==> src/rtl/lzwc_pkg.sv <==
// shared types, constants and helpers for the lzw byte compressor
`default_nettype none

package lzwc_pkg;

   // narrowest code width ever emitted
   localparam logic [4:0] MIN_WIDTH = 5'd9;
   // reset value of the max code width register
   localparam logic [3:0] CSR_RESET_BITS = 4'd12;
   // result fifo
   localparam int RSP_FIFO_DEPTH = 8;
   localparam int RSP_PTR_BITS = 3;

   typedef enum logic [1:0] {
      MODE_CLEAR,
      MODE_RUN,
      MODE_FLUSH
   } mode_type;

   typedef struct packed {
      logic [11:0] out_code;
      logic [3:0]  out_width;
      logic        final_code;
   } rsp_word_type;

   // memory port strobes from the controller to the dictionary
   typedef struct packed {
      logic map_rd;
      logic map_wr;
      logic own_rd;
      logic own_wr;
   } dict_ctl_type;

   // clamp a bit count into min_width..top
   function automatic logic [4:0] clamp_width(input logic [4:0] w, input logic [4:0] top);
      logic [4:0] r;
      r = w;
      if (r < MIN_WIDTH) r = MIN_WIDTH;
      if (r > top) r = top;
      return r;
   endfunction

endpackage

`default_nettype wire

==> src/rtl/lzwc_rsp_fifo.sv <==
// result word fifo taking up to two words per cycle
`default_nettype none

module lzwc_rsp_fifo
   import lzwc_pkg::*;
(
   input  wire logic               clock,
   input  wire logic               reset,
   input  wire logic [1:0]         push_cnt,
   input  wire rsp_word_type       push0,
   input  wire rsp_word_type       push1,
   input  wire logic               pop,
   output logic                    head_valid,
   output rsp_word_type            head_word,
   output logic [RSP_PTR_BITS:0]   count
);

   rsp_word_type              words_ff [RSP_FIFO_DEPTH];
   logic [RSP_PTR_BITS-1:0]   head_ff, head_in;
   logic [RSP_PTR_BITS-1:0]   tail_ff, tail_in;
   logic [RSP_PTR_BITS:0]     count_ff, count_in;
   logic [RSP_PTR_BITS-1:0]   tail_next;
   logic                      do_pop;

   assign do_pop    = pop && (count_ff != '0);
   assign tail_next = tail_ff + RSP_PTR_BITS'(1);

   always_comb begin
      head_in  = do_pop ? head_ff + RSP_PTR_BITS'(1) : head_ff;
      tail_in  = tail_ff + RSP_PTR_BITS'(push_cnt);
      count_in = count_ff + (RSP_PTR_BITS + 1)'(push_cnt) - (RSP_PTR_BITS + 1)'(do_pop);
   end

   always_ff @(posedge clock) begin
      if (reset) begin
         head_ff  <= '0;
         tail_ff  <= '0;
         count_ff <= '0;
      end else begin
         head_ff  <= head_in;
         tail_ff  <= tail_in;
         count_ff <= count_in;
      end
   end

   always_ff @(posedge clock) begin
      if (push_cnt != 2'd0) begin
         words_ff[tail_ff] <= push0;
      end
      if (push_cnt == 2'd2) begin
         words_ff[tail_next] <= push1;
      end
   end

   assign head_valid = (count_ff != '0);
   assign head_word  = words_ff[head_ff];
   assign count      = count_ff;

endmodule

`default_nettype wire

==> config.mk <==
export PLATFORM = sky130hd
export DESIGN_NAME = lzwc_rsp_fifo
export DESIGN_NICKNAME = d
export VERILOG_FILES = /design/src/rtl/lzwc_pkg.sv /design/src/rtl/lzwc_rsp_fifo.sv
export SDC_FILE = /design/constraint.sdc
export NUM_CORES = 1
export LEC_CHECK = 0
export BUFFER_PORTS_ARGS = -buffer_cell sky130_fd_sc_hd__buf_2
export CORE_MARGIN = 4
export CORE_UTILIZATION = 40
export CTS_CLUSTER_DIAMETER = 40
export DETAILED_ROUTE_END_ITERATION = 10
export PLACE_DENSITY = 0.62
export REMOVE_ABC_BUFFERS = 1
export SLEW_MARGIN = 20
export SYNTH_ARGS = -nofsm -noshare
export SYNTH_HDL_FRONTEND = slang
export SYNTH_SLANG_ARGS = --single-unit
export TNS_END_PERCENT = 5
==> constraint.sdc <==
create_clock -name clock -period 7.9 [get_ports clock]
set_input_delay 0.395 -clock clock [delete_from_list [all_inputs] [get_ports clock]]
set_output_delay 0.395 -clock clock [all_outputs]
set_load 0.05 [all_outputs]
==> key figures, run 1 <==
Outcome
  • Status: completed

Timing
  • Fmax: between 300 and 400 MHz
  • Rel. slew slack: 43.7%
  • Fin Setup TNS: 0 ns
  • Final setup viols: 0
  • Slew Limit Fails: 0
  • Clock skew: between 0.009 and 0.01 ns
  • Final worst slack: about 5.0 ns
  • RSZ-0062 raised after global routing: no
  • Hold Fails Final Rpt: 0
  • Worst-Margin Slew: between 0.8 and 0.9 ns
  • Hold_ws: just under 0.3 ns
  • Clock period minus worst slack: roughly 2.9 ns
  • Tcrit/Tclk final: between 30 and 40%

Logic synthesis
  • Main combinational cell family by area after synthesis: multiplexers
  • Total of warnings raised by yosys: 0
  • Count leader, synth: mux2_2
  • Synth Area in Adders: 1.86%
  • Top-area cell type share of the netlist area: a little over half
  • XOR/XNOR Fraction of Synth Area: less than 1%
  • Number of synthesized flops with an enable pin: between 100 and 150
  • Mux contribution to synthesized area: roughly a third
  • Synth unique cells: 37
  • Mapped Area: around 7500 sq um
  • Synth Area in Compound Gates: approximately 1.7%
  • Synth Area per Inst: approximately 17 sq um
  • Async SR Flop Fraction: 0%
  • Synth area leader: edfxtp_1
  • Post-synthesis simple-gate area fraction: under 10%
  • Mapped Cells: roughly 440
  • Top cells by count, synth: 153 x mux2_2, 136 x edfxtp_1, 34 x mux4_2
  • Yosys reg bits: 149
  • Sequential area share after synthesis: 57.7%
  • Synth Flop Type: edfxtp_1
  • Leading post-synthesis cells by cell area: edfxtp_1 54%, mux2_2 23%, mux4_2 10%, dfxtp_1 3.5%, ha_1 1.3%

Global routing
  • Met2 Resource Use GR: between 20 and 30%
  • Initial antenna violation count: 0
  • Total gr overflow: 0
  • Met3 Usage GRT: 5.02%
  • GR Util All Layers: 17.4%
  • Maximum number of pins on one net before global-route repair: 35
  • Gr busiest metal: met2
  • Vias in the first global route: 4557
  • First-pass GRT wire length: about 28000 um
  • Met1 Use GR: 23.6%

Drt
  • DR iter-0 viols: 217
  • Routed Antenna Nets: 0
  • Overall routed net length: between 15000 and 20000 um
  • Drt via density: about 5.6
  • Routed via count: between 4000 and 5000
  • WL/cell: roughly 24 um
  • DRC violations left: 0
  • Detailed-routing iteration count for the pre-antenna-repair pass: 4

Power
  • Total power: around 2.3 mW
  • Power per cell area: between 200 and 300 nW/um^2
  • Maximum vdd drop: 0.175 mV
  • Leakage power: 2.96 nW

Final layout
  • Post-layout nets: roughly 560
  • Number of diodes: 0
  • Final non-filler cell total: around 750
  • Final instance area: slightly below 9000 sq um
  • Fin util: 47.6%
  • Layout cell share with drive strength beyond 1: between 50 and 60%
  • Area grow syn2layout: 15.2%

Floorplanning
  • Die area: ~21000 sq um
  • Die Wd: between 100 and 150 um
  • Die Y-Extent: 145 um
  • Site row count: between 40 and 50
  • Core ar.: around 18000 sq um
  • Initial Util: around two fifths
  • Ports: 61

Setup path
  • Slowest cell on crit path: mux4_2
  • Crit path required time: approximately 7.5 ns
  • Startpoint Class: register
  • Kind of critical path: register to primary output
  • RR Endpoint: words_ff[4][8]
  • Slowest stage delay, CP: a little over 0.6 ns
  • FF-to-FF setup slack: around 5.2 ns
  • Crit path arrival time: ~2.5 ns
  • WP buf/inv: 2
  • Top delay family on crit path: multiplexers
  • Crit path max fanout: 34
  • End of the critical path: head_word[10]
  • Worst Reg2Reg Path Length in Cells: 5
  • CP Cell Sequence: buf_4 > mux4_2 > mux2_2 > buf_2
  • CP Capture Type: primary output
  • WP depth: 4
  • Reg2reg start: tail_ff[1]

Clock network
  • Post-cts hold buffer count: 0
  • Gates resized, CTS repair: 0
  • CTS tree: yes
  • Worst-Skew Late Latency: between 0.4 and 0.5 ns
  • Clk root buf: clkbuf_16
  • CTS Sinks: about 150
  • TritonCTS buffer count: 17
  • Clk buf depth: 2
  • CTS HTree Levels: 4
  • Post-CTS setup buffers: 0
  • Reg clk slew, reported paths: 0.05 ns

Placement
  • Routability Congestion: between 0.7 and 0.8
  • Post-DP Area: 8160 sq um
  • Detailed Place HPWL: roughly 11000 um
  • Placed Cells: 718
  • Placement Setup Slack: 5.21 ns
  • Port Buffers: 60

Min path
  • Min-delay worst type: input port to register

Flow run
  • Max-cap violation count: 0
## per-layer routing
metal	routed length [um]	part of all wire (%)
met4	277	1.6
met5	0	0
met1	8150	46
met3	829	4.7
met2	8480	48
## state kept, by name (all words and copies together), names as in the netlist, named ones only
register  flops
words_ff    136
tail_ff       3
head_ff       3
count         4
## cell families (layout without fill, tap and decap cells)
logic type / Yosys count / after routing
mux: 188 / 188
simple gates: 35 / 35
compound gates: 20 / 20
flops: 149 / 149
xor+xnor: 4 / 4
fa+ha+maj: 10 / 10
buf+inv: 31 / 111
## power breakdown
| group | internal [mW] | total, mW | switching, mW |
|---|---|---|---|
| clock network | 0.424 | 0.733 | 0.309 |
| registers | 0.951 | 0.979 | 0.0286 |
| logic | 0.230 | 0.623 | 0.393 |
| total | 1.60 | 2.34 | 0.731 |
## worst min-delay path by stage
stage | from | depth (start not counted) | end
2_1_floorplan | reset | 1 | count[1]
3_3_place_gp | head_ff[1] | 2 | head_ff[1]
3_5_place_dp | head_ff[1] | 2 | head_ff[1]
4_1_cts | reset | 2 | tail_ff[1]
5_1_grt | reset | 2 | tail_ff[2]
6_report | reset | 2 | tail_ff[1]
## cell type report
cell class | count | area [sq um]
Sequential cell | 149 | 4350
Multi-Input combinational cell | 257 | 3090
Inverter | 10 | 37.5
Clock buffer | 19 | 433
Tap cell | 229 | 287
Timing Repair Buffer | 73 | 398
Clock inverter | 9 | 86.3
Fill cell | 1541 | 9530
## layout by cell type, fill, tap and decap left out, drive strengths merged, types with 8 or more instances in the layout
| master | Yosys | routed |
|---|---|---|
| buf | 14 | 73 |
| clkbuf | 7 | 19 |
| dfxtp | 13 | 13 |
| edfxtp | 136 | 136 |
| ha | 8 | 8 |
| inv | 10 | 10 |
| mux2 | 153 | 153 |
| mux4 | 34 | 34 |
| nor2 | 10 | 10 |
| o21ai | 9 | 9 |
(Power assumes the default switching activity.)
==> run 2, diff against run 1 <==
Clock period 7.9 ns to 2.9 ns, I/O delays scaled along.
==> run 2 against run 1 <==
- clock skew down 0.0013 ns
- critical path depth unchanged
- clock-buffer cell count up 1
- sequential cell count unchanged
- sequential power rose to 2.7 times the previous value
- clock power rose to 2.8 times the previous value
- wire length down 5.9%
- sequential share of layout area down 0.56 points
- critical path type is now register to register
- critical endpoint is now words_ff[1][4]
- largest cell class unchanged
- highest routed layer unchanged
==> key figures, run 2 (synthesized netlist as in run 1, its figures left out) <==
Placement
  • Routability Congestion: 0.752 (-2.1%)
  • Port Buffers: 60 (unchanged)
  • Placed Cells: 722 (+0.56%)
  • Placement Setup Slack: 0.482 ns (-4.72 ns)
  • Post-DP Area: 8230 sq um (+0.86%)
  • Detailed Place HPWL: 10400 um (-5.6%)

Floorplanning
  • Die Y-Extent: 145 um (unchanged)
  • Core ar.: 18200 sq um (unchanged)
  • Ports: 61 (unchanged)
  • Die Wd: 145 um (unchanged)
  • Die area: 21100 sq um (unchanged)
  • Site row count: 49 (unchanged)
  • Initial Util: 41.4% (unchanged)

Final layout
  • Layout cell share with drive strength beyond 1: 59.9% (about the same)
  • Post-layout nets: 561 (+0.72%)
  • Most common cell after layout, fill and taps aside: mux2_2
  • Final instance area: 8770 sq um (+1.1%)
  • Fin util: 48.2% (+0.54 points)
  • Number of diodes: 0 (unchanged)
  • Fillers: 1554 (+0.84%)
  • Area grow syn2layout: 16.5%
  • Final non-filler cell total: 753 (+0.94%)
  • Max FFs per register: 136 (unchanged)
  • Biggest register: words_ff
  • Commonest cells after routing, fill and taps aside: 153 x mux2_2, 136 x edfxtp_1, 60 x buf_2, 34 x mux4_2, 17 x clkbuf_16

Power
  • Clk pwr share: 32.2% (+0.8 points)
  • Leakage power: 2.99 nW (+1.3%)
  • Switching Fraction: 30.4% (-0.90 points)
  • Seq pwr share: 41.4% (-0.5 points)
  • Total power: 6.44 mW (+180%)
  • Maximum vdd drop: 0.592 mV (+240%)
  • Part of the power in combinational logic: 26.4% (-0.3 points)
  • Switching power total: 1.96 mW (+170%)
  • Power per cell area: 734 nW/um^2 (+170%)
  • P_int: 4.48 mW (+180%)

Clock network
  • CTS tree: yes
  • Gates resized, CTS repair: 0 (unchanged)
  • CTS Sinks: 149 (unchanged)
  • Reg clk slew, reported paths: 0.06 ns (about the same)
  • TritonCTS buffer count: 17 (unchanged)
  • Post-CTS setup buffers: 0 (unchanged)
  • Clk root buf: clkbuf_16
  • Post-cts hold buffer count: 0 (unchanged)
  • Worst-Skew Late Latency: 0.42 ns (about the same)
  • CTS HTree Levels: 4 (unchanged)
  • Clk buf depth: 2 (unchanged)

Setup path
  • Slowest cell on crit path: dfxtp_1
  • CP Capture Type: register
  • Crit path arrival time: 2.43 ns (-0.04 ns)
  • Crit path required time: 2.93 ns (-4.58 ns)
  • Crit path max fanout: 18 (-47%)
  • Kind of critical path: register to register
  • CP Cell Sequence: ha_1 > nor4b_2 > nand2_2 > o31ai_4
  • Startpoint Class: register
  • Slowest stage delay, CP: 0.53 ns (-0.09 ns)

Drt
  • Routed via count: 4149 (-1.5%)
  • Detailed-routing iteration count for the pre-antenna-repair pass: 4 (unchanged)
  • Met1 WL: 7520 um (-7.7%)
  • DRC violations left: 0 (unchanged)
  • WL/cell: 22.2 um (-6.7%)
  • DR top layer: met4
  • Routed Antenna Nets: 0 (unchanged)
  • DR iter-0 viols: 172 (-21%)
  • Overall routed net length: 16700 um (-5.9%)
  • Met2 wire length: 8320 um (-1.9%)
  • Drt via density: 5.51 (-2.4%)
  • Met3 WL post-DR: 699 um (-16%)

Timing
  • Final worst slack: 0.499 ns (-4.54 ns)
  • Worst-Margin Slew: 1.02 ns (+0.189 ns)
  • Clock skew: 0.00777 ns (-0.00126 ns)
  • Tcrit/Tclk final: about 83%
  • Final setup viols: 0 (unchanged)
  • RSZ-0062 raised after global routing: no
  • Fin Setup TNS: 0 ns (unchanged)
  • Hold Fails Final Rpt: 0 (unchanged)
  • Fmax: 416 MHz
  • Slew Limit Fails: 0 (unchanged)
  • Clock period minus worst slack: between 2 and 2.5 ns
  • Hold_ws: 0.0489 ns (-0.246 ns)
  • Rel. slew slack: 31.0% (-13 points)

Global routing
  • Total gr overflow: 0 (unchanged)
  • Maximum number of pins on one net before global-route repair: 35 (unchanged)
  • Initial antenna violation count: 0 (unchanged)
  • First-pass GRT wire length: 26300 um (-5.3%)
  • GR Util All Layers: 16.3% (-1.1 points)
  • Vias in the first global route: 4528 (-0.64%)

Outcome
  • Status: completed

Flow run
  • Max-cap violation count: 0 (unchanged)

Min path
  • Min-delay worst type: input port to register
-- run 2: power by group through the flow --
stage	Clock [mW]	Combinational [mW]	Sequential (mW)
CTS	2.11	1.73	2.67
detailed placement	0	1.72	2.71
global placement	0	1.68	2.70
floorplan	0	1.11	2.82
finish	2.07	1.70	2.67
global route	2.21	1.83	2.69
-- run 2: layout make-up --
class	count	area, sq um	share of cell area, %
multi-input cells	257	3100	35.3
inverters	10	37.5	0.428
well taps	229	287	3.27
clock inverters	11	111	1.27
clock buffers	20	437	4.98
repair buffers	77	460	5.25
flip-flops and latches	149	4350	49.5
-- run 2: metal layers --
metal  track usage (%)  up-vias
li1                  -     1910
met1              22.0     2137
met2              26.9       90
met3              4.02       12
met4              3.80        0
met5                 0        -
-- run 2: worst paths after layout --
check	from	end	slack [ns]	cells past startpoint
setup / recovery	tail_ff[1]	words_ff[1][4]	0.50	4
hold / removal	pop	head_ff[0]	0.05	3
setup reg to reg	tail_ff[1]	words_ff[1][4]	0.50	4
hold reg to reg	head_ff[1]	head_ff[1]	0.50	2
-- run 2: worst max-delay path, delay by kind of cell, from the launching register on --
family	cells	cell delay [ns]
simple gates	2	0.75
flops	1	0.53
fa+ha+maj	1	0.37
compound gates	1	0.37
==> run 3, diff against run 2 <==
Settings changed: PLACE_DENSITY 0.62 to 0.64.
Clock period 2.9 ns to 2.2 ns, I/O delays scaled along.
==> run 3 against run 2 <==
- first-iteration DRC count is 57% higher
- sequential cell count did not move
- wire length up 6.5%
- largest power group unchanged
- die area did not move
- cell count is 3.3% higher
- clock-buffer cell count grew 4
- critical endpoint is now head_word[16]
- clock skew is 0.0028 ns lower
- combinational power up 52%
- sequential share of layout area shrank 2.7 points
==> key figures, run 3 (synthesized netlist as in run 1, its figures left out) <==
Power
  • Leakage power: 3.25 nW (+8.6%)
  • Total power: 9.10 mW (+41%)
  • Power per cell area: 980 nW/um^2 (+34%)
  • Clk pwr share: 32.9% (+0.7 points)
  • Part of the power in combinational logic: 28.5% (+2.1 points)
  • Switching Fraction: 29.8% (-0.55 points)
  • P_int: 6.38 mW (+42%)
  • Maximum vdd drop: 0.593 mV (+0.21%)
  • Switching power total: 2.72 mW (+39%)
  • Seq pwr share: 38.7% (-2.7 points)

Min path
  • Hold worst-path end: head_ff[0]
  • Min-delay worst type: input port to register
  • Min-delay src: pop
  • Hold path cells: 3 (unchanged)

Drt
  • Met1 WL: 7320 um (-2.6%)
  • DR iter-0 viols: 270 (+57%)
  • Routed Antenna Nets: 0 (unchanged)
  • Met2 wire length: 9330 um (+12%)
  • Routed via count: 4290 (+3.4%)
  • Overall routed net length: 17800 um (+6.5%)
  • WL/cell: 22.9 um (+3.1%)
  • DRC violations left: 0 (unchanged)
  • DR top layer: met4
  • Detailed-routing iteration count for the pre-antenna-repair pass: 4 (unchanged)
  • Met3 WL post-DR: 1010 um (+44%)
  • Drt via density: 5.51 (about the same)

Final layout
  • Seq. cell area: 4350 sq um (about the same)
  • Multi-input logic area: 3110 sq um (+0.44%)
  • Most common cell after layout, fill and taps aside: mux2_2
  • Layout cell share with drive strength beyond 1: 62.4% (+2.5 points)
  • Final non-filler cell total: 778 (+3.3%)
  • Commonest cells after routing, fill and taps aside: 148 x mux2_2, 136 x edfxtp_1, 44 x buf_2, 34 x mux4_2, 27 x buf_4
  • Max FFs per register: 136 (unchanged)
  • Area grow syn2layout: 23.3%
  • Fillers: 1473 (-5.2%)
  • Biggest register: words_ff
  • Final instance area: 9290 sq um (+5.8%)
  • Post-layout nets: 584 (+4.1%)

Timing
  • Fin Setup TNS: 0 ns (unchanged)
  • RSZ-0062 raised after global routing: yes
  • Worst-Margin Slew: 1.12 ns (+0.0958 ns)
  • Hold Fails Final Rpt: 0 (unchanged)
  • Tcrit/Tclk final: between 90% and 100%
  • Fmax: between 400 and 500 MHz
  • Final worst slack: 0.0240 ns (-0.475 ns)
  • Clock skew: 0.00494 ns (-0.00282 ns)
  • Rel. slew slack: 25.3% (-5.7 points)
  • Clock period minus worst slack: about 2.2 ns
  • Slew Limit Fails: 0 (unchanged)
  • Final setup viols: 0 (unchanged)

Clock network
  • Reg clk slew, reported paths: 0.06 ns (about the same)
  • Worst-Skew Late Latency: 0.41 ns (about the same)
  • CTS HTree Levels: 4 (unchanged)
  • Clk root buf: clkbuf_16
  • CTS tree: yes
  • Post-CTS setup buffers: 0 (unchanged)
  • CTS Sinks: 149 (unchanged)
  • Clk buf depth: 2 (unchanged)
  • TritonCTS buffer count: 17 (unchanged)

Global routing
  • Initial antenna violation count: 0 (unchanged)
  • Maximum number of pins on one net before global-route repair: 35 (unchanged)
  • Vias in the first global route: 4618 (+2.0%)
  • First-pass GRT wire length: 27500 um (+4.5%)
  • Total gr overflow: 0 (unchanged)
  • GR Util All Layers: 17.2% (+0.90 points)

Setup path
  • Crit path required time: 2.09 ns (-0.84 ns)
  • Startpoint Class: register
  • CP Capture Type: primary output
  • Crit path max fanout: 9 (-9)
  • Crit path arrival time: 2.07 ns (-0.36 ns)
  • FF-to-FF setup slack: 0.14 ns (-0.36 ns)
  • Reg2reg start: tail_ff[0]
  • RR Endpoint: words_ff[2][16]
  • Worst Reg2Reg Path Length in Cells: 5 (+1)
  • Kind of critical path: register to primary output

Placement
  • Placement Setup Slack: 0.116 ns (-0.367 ns)
  • Placed Cells: 741 (+2.6%)
  • Routability Congestion: 0.786 (+4.5%)
  • Post-DP Area: 8440 sq um (+2.6%)
  • Port Buffers: 60 (unchanged)
  • Detailed Place HPWL: 11200 um (+7.2%)

Outcome
  • Status: completed

Floorplanning
  • Core ar.: 18200 sq um (unchanged)
  • Site row count: 49 (unchanged)
  • Die area: 21100 sq um (unchanged)
  • Ports: 61 (unchanged)
  • Die Wd: 145 um (unchanged)
  • Initial Util: 41.4% (unchanged)
  • Die Y-Extent: 145 um (unchanged)

Flow run
  • Max-cap violation count: 0 (unchanged)
## run 3: timing repair
| item | CTS | global route |
|---|---|---|
| hold buffers | 1 | 0 |
| resized for setup | 23 | 18 |
| gates cloned | 2 | 1 |
| endpoints found under the hold margin | 1 | 0 |
| setup endpoints to repair | 17 | 19 |
## run 3: worst max-delay path by stage
stage	slack (ns)	depth (start not counted)	start	end
global route	-0.05	4	register	head_word[16]
finish	0.02	4	register	head_word[16]
floorplan	-0.47	2	register	head_word[0]
detailed placement	0.12	9	count[2]	count[3]
CTS	-0.007	4	register	head_word[5]
global placement	0.18	9	count[2]	count[1]
## run 3: critical path: stages (launching register included)
cell and delay (ns):
dfxtp_4 0.45, buf_12 0.18, mux4_2 0.52, mux2_2 0.27, buf_2 0.21
## run 3: area by class of cell
type,instances,area share (%)
Multi-Input combinational cell,257,33.5
Antenna cell,1,0.0269
Timing Repair Buffer,100,9.40
Clock buffer,24,6.24
Tap cell,229,3.09
Clock inverter,8,0.525
Inverter,10,0.404
Sequential cell,149,46.8
## run 3: stage by stage
step,util (%),hold slack [ns]
after floorplan,-,0.177
after global placement,46.4,0.422
after detailed placement,46.4,0.437
after CTS,50.5,0.00862
after global routing,51.0,0.0369
final,51.0,0.0209
## run 3: metal layers
metal / global-route usage [%] / up-vias
met3: 4.43 / 8
met2: 29.7 / 115
met4: 3.13 / 0
met5: 0 / -
li1: - / 1959
met1: 22.2 / 2208
## run 3: power groups by stage
stage / registers [mW] / logic, mW / clock network (mW)
3_5_place_dp: 3.56 / 2.34 / 0
3_3_place_gp: 3.55 / 2.29 / 0
4_1_cts: 3.52 / 2.50 / 3.03
5_1_grt: 3.54 / 2.76 / 3.17
6_report: 3.52 / 2.59 / 2.99
2_1_floorplan: 3.71 / 1.47 / 0
